### config.mk
export PLATFORM = sky130hd
export DESIGN_NAME = angle_spline_control_points_unit_flat
export DESIGN_NICKNAME = d
export VERILOG_FILES = /design/src/rtl/asc_pkg.sv /design/src/rtl/asc_stream_if.sv /design/src/rtl/angle_spline_control_points_unit.sv /design/src/flat_wrapper.sv
export SDC_FILE = /design/constraint.sdc
export NUM_CORES = 2
export LEC_CHECK = 0
export ABC_AREA = 1
export CAP_MARGIN = 10
export CORE_ASPECT_RATIO = 1.5
export CORE_MARGIN = 1
export CORE_UTILIZATION = 41
export CTS_BUF_LIST = sky130_fd_sc_hd__clkbuf_8
export DETAILED_ROUTE_END_ITERATION = 8
export DONT_BUFFER_PORTS = 1
export PLACE_DENSITY = 0.66
export SYNTH_ARGS = -nofsm -noshare
export SYNTH_HDL_FRONTEND = slang
export SYNTH_SLANG_ARGS = --single-unit
### constraint.sdc
create_clock -name clk -period 18.9 [get_ports clk]
set_input_delay 5.67 -clock clk [delete_from_list [all_inputs] [get_ports clk]]
set_output_delay 5.67 -clock clk [all_outputs]
set_load 0.005 [all_outputs]
### src/rtl/asc_pkg.sv
package asc_pkg;

  localparam int ANGLE_WIDTH   = 32;
  localparam int FRACTION_BITS = 16;
  localparam int SCALE_WIDTH   = 16;
  localparam int SCALE_FRAC    = 15;
  localparam int PROD_WIDTH    = ANGLE_WIDTH + SCALE_WIDTH;

  localparam logic [SCALE_WIDTH-1:0] SCALE_RESET = SCALE_WIDTH'(5461);

  typedef logic signed [ANGLE_WIDTH-1:0] angle_t;
  typedef logic signed [SCALE_WIDTH-1:0] scale_t;

  typedef struct packed {
    angle_t a0;
    angle_t a1;
    angle_t a2;
    angle_t a3;
    logic   run_last;
    logic   seq_end;
  } seg_job_t;

  typedef struct packed {
    angle_t start_point;
    angle_t first_handle;
    angle_t second_handle;
    angle_t end_point;
    logic   run_last;
    logic   sequence_end;
  } seg_out_t;

endpackage

### src/rtl/asc_stream_if.sv
interface asc_angle_if import asc_pkg::*; ();
  logic   valid;
  logic   ready;
  angle_t angle;
  logic   is_last;

  modport source (output valid, output angle, output is_last, input ready);
  modport sink (input valid, input angle, input is_last, output ready);
endinterface

interface asc_seg_if import asc_pkg::*; ();
  logic   valid;
  logic   ready;
  angle_t start_point;
  angle_t first_handle;
  angle_t second_handle;
  angle_t end_point;
  logic   run_last;
  logic   sequence_end;

  modport source (
    output valid, output start_point, output first_handle, output second_handle,
    output end_point, output run_last, output sequence_end, input ready
  );
  modport sink (
    input valid, input start_point, input first_handle, input second_handle,
    input end_point, input run_last, input sequence_end, output ready
  );
endinterface

### src/rtl/angle_spline_control_points_unit.sv
// Angle keyframes in signed Q16.16 turns go in, one transaction per cycle; each
// angle is unwrapped against the previous one and cubic Bezier segments
// (start, two handles, end) come out, the handles scaled by the signed Q1.15
// register written through cfg_we/cfg_wdata (reset 5461, about 1/6). An angle
// yields zero, one or two segments: the first two angles of a sequence yield
// none unless marked last, later ones yield the segment ending at the angle
// before, and a last angle adds the closing segment. A segment is registered
// in seg_r and then in the output register; with the output drained every
// cycle the unit accepts one angle per cycle, except that an angle yielding
// two segments holds the input while the single segment datapath (two
// multipliers feeding the output register) emits the second segment.
module angle_spline_control_points_unit import asc_pkg::*; (
  input  logic                   clk,
  input  logic                   rst_n,
  input  logic                   cfg_we,
  input  logic [SCALE_WIDTH-1:0] cfg_wdata,
  asc_angle_if.sink              in_chan,
  asc_seg_if.source              out_chan
);

  localparam logic [1:0] SEEN_NONE = 2'd0;
  localparam logic [1:0] SEEN_ONE  = 2'd1;
  localparam logic [1:0] SEEN_TWO  = 2'd2;
  localparam logic [1:0] SEEN_MANY = 2'd3;

  scale_t   scale_r;
  logic [1:0] seen_r, seen_nxt;
  angle_t   win0_r, win1_r, win2_r;

  logic     seg_valid_r, extra_valid_r, out_valid_r;
  seg_job_t seg_r, extra_r;
  seg_out_t out_r, out_nxt;

  logic     in_fire, seg_adv;
  angle_t   diff, frac_ext, x, p0;
  seg_job_t job0, job1;
  logic     job0_valid, job1_valid;

  angle_t   d_first, d_second;
  logic signed [PROD_WIDTH-1:0] prod_first, prod_second;

  assign seg_adv        = seg_valid_r && (!out_valid_r || out_chan.ready);
  assign in_chan.ready  = !extra_valid_r && (!seg_valid_r || seg_adv);
  assign in_fire        = in_chan.valid && in_chan.ready;

  assign diff     = in_chan.angle - win2_r;
  assign frac_ext = {{(ANGLE_WIDTH-FRACTION_BITS){diff[FRACTION_BITS-1]}},
                     diff[FRACTION_BITS-1:0]};
  assign x        = (seen_r == SEEN_NONE) ? in_chan.angle : win2_r + frac_ext;
  assign p0       = (seen_r == SEEN_TWO) ? win1_r : win0_r;

  always_comb begin
    job0       = '0;
    job1       = '0;
    job0_valid = 1'b0;
    job1_valid = 1'b0;
    unique case (seen_r) inside
      SEEN_NONE: begin
        job0_valid = in_chan.is_last;
        job0 = '{a0: x, a1: x, a2: x, a3: x, run_last: 1'b1, seq_end: 1'b1};
      end
      SEEN_ONE: begin
        job0_valid = in_chan.is_last;
        job0 = '{a0: win2_r, a1: win2_r, a2: x, a3: x, run_last: 1'b1, seq_end: 1'b1};
      end
      SEEN_TWO, SEEN_MANY: begin
        job0_valid = 1'b1;
        job0 = '{a0: p0, a1: win1_r, a2: win2_r, a3: x,
                 run_last: !in_chan.is_last, seq_end: 1'b0};
        job1_valid = in_chan.is_last;
        job1 = '{a0: win1_r, a1: win2_r, a2: x, a3: x, run_last: 1'b1, seq_end: 1'b1};
      end
      default: begin
        job0_valid = 1'b0;
      end
    endcase
  end

  always_comb begin
    if (in_chan.is_last) begin
      seen_nxt = SEEN_NONE;
    end else if (seen_r == SEEN_MANY) begin
      seen_nxt = SEEN_MANY;
    end else begin
      seen_nxt = seen_r + 2'd1;
    end
  end

  assign d_first     = seg_r.a2 - seg_r.a0;
  assign d_second    = seg_r.a3 - seg_r.a1;
  assign prod_first  = d_first * scale_r;
  assign prod_second = d_second * scale_r;

  always_comb begin
    out_nxt.start_point   = seg_r.a1;
    out_nxt.first_handle  = seg_r.a1 + prod_first[SCALE_FRAC +: ANGLE_WIDTH];
    out_nxt.second_handle = seg_r.a2 - prod_second[SCALE_FRAC +: ANGLE_WIDTH];
    out_nxt.end_point     = seg_r.a2;
    out_nxt.run_last      = seg_r.run_last;
    out_nxt.sequence_end  = seg_r.seq_end;
  end

  always_ff @(posedge clk) begin
    if (!rst_n) begin
      scale_r <= SCALE_RESET;
    end else if (cfg_we) begin
      scale_r <= cfg_wdata;
    end
  end

  always_ff @(posedge clk) begin
    if (!rst_n) begin
      seen_r <= SEEN_NONE;
    end else if (in_fire) begin
      seen_r <= seen_nxt;
    end
  end

  always_ff @(posedge clk) begin
    if (in_fire) begin
      win0_r <= win1_r;
      win1_r <= win2_r;
      win2_r <= x;
    end
  end

  always_ff @(posedge clk) begin
    if (!rst_n) begin
      seg_valid_r   <= 1'b0;
      extra_valid_r <= 1'b0;
    end else if (extra_valid_r) begin
      if (seg_adv) begin
        extra_valid_r <= 1'b0;
      end
    end else if (in_fire && job0_valid) begin
      seg_valid_r   <= 1'b1;
      extra_valid_r <= job1_valid;
    end else if (seg_adv) begin
      seg_valid_r <= 1'b0;
    end
  end

  always_ff @(posedge clk) begin
    if (extra_valid_r) begin
      if (seg_adv) begin
        seg_r <= extra_r;
      end
    end else if (in_fire) begin
      seg_r   <= job0;
      extra_r <= job1;
    end
  end

  always_ff @(posedge clk) begin
    if (!rst_n) begin
      out_valid_r <= 1'b0;
    end else if (seg_adv) begin
      out_valid_r <= 1'b1;
    end else if (out_chan.ready) begin
      out_valid_r <= 1'b0;
    end
  end

  always_ff @(posedge clk) begin
    if (seg_adv) begin
      out_r <= out_nxt;
    end
  end

  assign out_chan.valid         = out_valid_r;
  assign out_chan.start_point   = out_r.start_point;
  assign out_chan.first_handle  = out_r.first_handle;
  assign out_chan.second_handle = out_r.second_handle;
  assign out_chan.end_point     = out_r.end_point;
  assign out_chan.run_last      = out_r.run_last;
  assign out_chan.sequence_end  = out_r.sequence_end;

  a_extra_needs_seg: assert property (@(posedge clk) disable iff (!rst_n)
    extra_valid_r |-> seg_valid_r)
    else $error("second segment pending without a first");

  a_seq_end_run_last: assert property (@(posedge clk) disable iff (!rst_n)
    out_valid_r && out_r.sequence_end |-> out_r.run_last)
    else $error("sequence end on a segment that is not the last of its transaction");

  a_seen_clear: assert property (@(posedge clk) disable iff (!rst_n)
    in_fire && in_chan.is_last |=> seen_r == SEEN_NONE)
    else $error("sequence count not cleared after last angle");

endmodule

### src/flat_wrapper.sv
// flat-port wrapper written by rule: the top's interface ports become plain ports
module angle_spline_control_points_unit_flat import asc_pkg::*;
  (clk, rst_n, cfg_we, cfg_wdata, in_chan_valid, in_chan_angle, in_chan_is_last, in_chan_ready, out_chan_valid, out_chan_start_point, out_chan_first_handle, out_chan_second_handle, out_chan_end_point, out_chan_run_last, out_chan_sequence_end, out_chan_ready);
  asc_angle_if in_chan_i ();
  asc_seg_if out_chan_i ();
  input  logic clk;
  input  logic rst_n;
  input  logic cfg_we;
  input  logic [SCALE_WIDTH-1:0] cfg_wdata;
  input wire logic [$bits(in_chan_i.valid)-1:0] in_chan_valid;
  input wire logic [$bits(in_chan_i.angle)-1:0] in_chan_angle;
  input wire logic [$bits(in_chan_i.is_last)-1:0] in_chan_is_last;
  output wire logic [$bits(in_chan_i.ready)-1:0] in_chan_ready;
  output wire logic [$bits(out_chan_i.valid)-1:0] out_chan_valid;
  output wire logic [$bits(out_chan_i.start_point)-1:0] out_chan_start_point;
  output wire logic [$bits(out_chan_i.first_handle)-1:0] out_chan_first_handle;
  output wire logic [$bits(out_chan_i.second_handle)-1:0] out_chan_second_handle;
  output wire logic [$bits(out_chan_i.end_point)-1:0] out_chan_end_point;
  output wire logic [$bits(out_chan_i.run_last)-1:0] out_chan_run_last;
  output wire logic [$bits(out_chan_i.sequence_end)-1:0] out_chan_sequence_end;
  input wire logic [$bits(out_chan_i.ready)-1:0] out_chan_ready;
  assign in_chan_i.valid = in_chan_valid;
  assign in_chan_i.angle = in_chan_angle;
  assign in_chan_i.is_last = in_chan_is_last;
  assign in_chan_ready = in_chan_i.ready;
  assign out_chan_valid = out_chan_i.valid;
  assign out_chan_start_point = out_chan_i.start_point;
  assign out_chan_first_handle = out_chan_i.first_handle;
  assign out_chan_second_handle = out_chan_i.second_handle;
  assign out_chan_end_point = out_chan_i.end_point;
  assign out_chan_run_last = out_chan_i.run_last;
  assign out_chan_sequence_end = out_chan_i.sequence_end;
  assign out_chan_i.ready = out_chan_ready;
  angle_spline_control_points_unit u_core (.clk(clk), .rst_n(rst_n), .cfg_we(cfg_we), .cfg_wdata(cfg_wdata), .in_chan(in_chan_i), .out_chan(out_chan_i));
endmodule
==> results.md <==
* Fin nets at 8645
* EDFF count, synth at 453
* TNS Setup at 0 ns
* DR WL/cell at 22.2 µm
* # DRC at 0
* Max-cap violations at 0
* Share of layout cells above drive strength 1 at 0.0413
* Top routing layer used: met4
* Post_cts resized at 0
* Main combinational cell family by area after synthesis: adder cells
* Worst path bufs/invs at 0
* CTS Sinks at 474
* DP HPWL at 164000 µm
* Status: complete, no violations
* Worst Clk Skew at 0.0870 ns
* Post-synthesis to final-layout area growth at 5.99%
* HP Class: reg -> reg
* Syn Inst Count at 7294
* GRT overflow at 0
* TritonCTS clock tree: yes
* # hold bufs at CTS at 0
* Slew headroom at 0.188
* Htree depth at 3
* CP cell instances: nor2_1 -> a21oi_1
* DRT Pass-1 Iters at 6
* Routed WL at 205000 µm
* Largest net degree at the start of global routing at 70
* CP arrival at 6.12 ns
* CP max FO at 4
* Kind of start point of the critical path: input pin
* Vias at 49100
* Routed Antenna Nets at 0
* DIE HEIGHT at 478 µm
* GPL Wtd Cong at 1.00
* Adder-Cell Fraction of Synth Area at 0.390
* Cell Area, Synth at 62000 µm²
* Tmin final at 11.79 ns
* Yosys Warn Count at 0
* Simple-Gate Fraction of Synth Area at 0.165
* Max-slew violations at 0
* WL met2 at 101000 µm
* Setup bufs post-CTS at 0
* CP Class: in -> out
* PortBufs at 0
* XOR/XNOR Fraction of Synth Area at 0.0300
* Final setup fails at 0
* Met3 WL at 13800 µm
* Ys async rst share at 0
* Vias in the first global route at 51400
* Initial antenna violation count at 5
* Total track usage at 0.271
* Post-synth net total at 8703
* Compound-Gate Fraction of Synth Area at 0.0737
* DR vias/cell at 5.31
* Initial core utilization at 0.414
* Worst-skew pair later-pin latency at 0.80 ns
* Crit share post-route at 0.624
* Most used flip-flop cell after synthesis: edfxtp_1
* Core Footprint at 150000 µm²
* CTS root buffer: clkbuf_8
* FP Rows at 174
* Post-synthesis mux area share at 0
* Global-route wire length before repair at 309000 µm
* Distinct cells, synth at 63
* CP required at 13.23 ns
* CP max stage cell: nor2_1
* Met1 WL at 70800 µm
* CTS Buffer Depth at 3
* Total CTS buffers at 75
* Achievable Freq at 84.8 MHz
* Fin. Hold Viols at 0
* CP Capture Type: output port
* Seq/Total Area, Yosys at 0.226
* Unrepaired setup endpoints after global routing: no
* Initial DRC count at 3944
* CP top delay family: simple AND/OR/NAND/NOR gates
* Worst slew pin tran at 1.21 ns
* Die footprint at 153000 µm²
* Clock transition at path regs at 0.07 ns
* Largest stage delay, worst path at 0.28 ns
* Yosys reg bits at 474
* # IOs at 186
* Syn Area/Cell at 8.51 µm²
* Die W at 320 µm
==> Yosys cell counts (all sizes together), types with 12 or more instances <==
cell type	n	share of area
o22a	12	0.0017
edfxtp	453	0.22
nand4	21	0.0021
o21bai	21	0.0026
dfxtp	21	0.0068
ha	391	0.079
buf	20	0.0017
nand2	1398	0.085
o21ai	289	0.024
nor3	42	0.0034
nand3	209	0.017
xnor2	80	0.012
a31oi	62	0.0063
nor2	802	0.049
inv	1672	0.10
clkbuf	188	0.011
fa	964	0.31
o211ai	23	0.0029
a21o	18	0.0022
a21oi	331	0.027
a211oi	12	0.0015
o21a	17	0.0021
xor2	126	0.018
or2	57	0.0057
==> cell type report <==
type | instances | area (µm²)
well taps | 1936 | 2420
inverters | 1683 | 6320
flip-flops and latches | 474 | 14000
repair buffers | 73 | 548
multi-input cells | 4929 | 41000
clock inverters | 55 | 373
fillers | 14800 | 84300
clock buffers | 77 | 1060
diodes | 5 | 12.5
==> cell usage in the layout (no fill, tap or decap), types with 13 or more instances in the layout <==
master    instances
nor2_1          799
clkinv_1         22
a21o_1           18
nand2_2          13
o21ai_0         272
a31oi_1          62
nand2_1        1382
clkbuf_8         77
inv_1          1677
dfxtp_1          13
nand3_1         206
or2_2            48
o21a_1           17
nand4_1          21
xnor2_1          73
edfxtp_1        453
o211ai_1         22
ha_1            391
fa_1            964
o21bai_1         20
buf_4            73
a21oi_1         327
xor2_1          119
nor3_1           42
==> through the flow <==
| stage | instance area, µm² | std cells | util | hold slack (ns) | setup slack, ns |
|---|---|---|---|---|---|
| 5_1_grt | 65700 | 9228 | 0.438 | 0.463 | 7.06 |
| 3_3_place_gp | 64300 | 9095 | 0.429 | 0.432 | 7.12 |
| 6_report | 65800 | 9232 | 0.438 | 0.448 | 7.11 |
| 4_1_cts | 65700 | 9227 | 0.438 | 0.449 | 7.11 |
| 3_5_place_dp | 64300 | 9095 | 0.429 | 0.433 | 7.11 |
| 2_1_floorplan | 62000 | 7294 | - | 0.400 | 3.84 |
==> state kept, by name (all words and copies together) (netlist names), 16 cells and up <==
signal / flops
u_core.extra_r: 97
u_core.out_nxt: 66
u_core.seg_r: 64
u_core.out_chan.end_point: 32
u_core.out_chan.first_handle: 32
u_core.out_chan.second_handle: 32
u_core.out_chan.start_point: 32
u_core.win0_r: 32
u_core.win1_r: 32
u_core.win2_r: 32
u_core.scale_r: 16
==> path summary, 6_finish.rpt <==
path,slack [ns],cells after the start,to,start
max,7.11,2,in_chan_ready,out_chan_ready
min,0.45,0,u_core.out_chan.end_point[0]$_DFFE_PP_,u_core.out_nxt[2]$_DFFE_PP_
max reg2reg,8.08,44,u_core.out_chan.first_handle[23]$_DFFE_PP_,u_core.out_nxt[2]$_DFFE_PP_
min reg2reg,0.45,0,u_core.out_chan.end_point[0]$_DFFE_PP_,u_core.out_nxt[2]$_DFFE_PP_
==> kinds of logic after synthesis <==
| group | Yosys count |
|---|---|
| AO/OA/AOI/OAI | 811 |
| adder cells (fa/ha/maj) | 1355 |
| AND/OR/NAND/NOR | 2557 |
| XOR/XNOR | 206 |
| flip-flops | 474 |
| buffers and inverters | 1891 |
==> routing by layer <==
layer,global-route usage,vias to the layer above
li1,-,22200
met1,0.294,24300
met2,0.468,1956
met3,0.0422,662
met4,0.221,0
met5,0,-
Power is not shown: default switching activity piles up to over one toggle a cycle in this logic, so the estimate is an artifact.
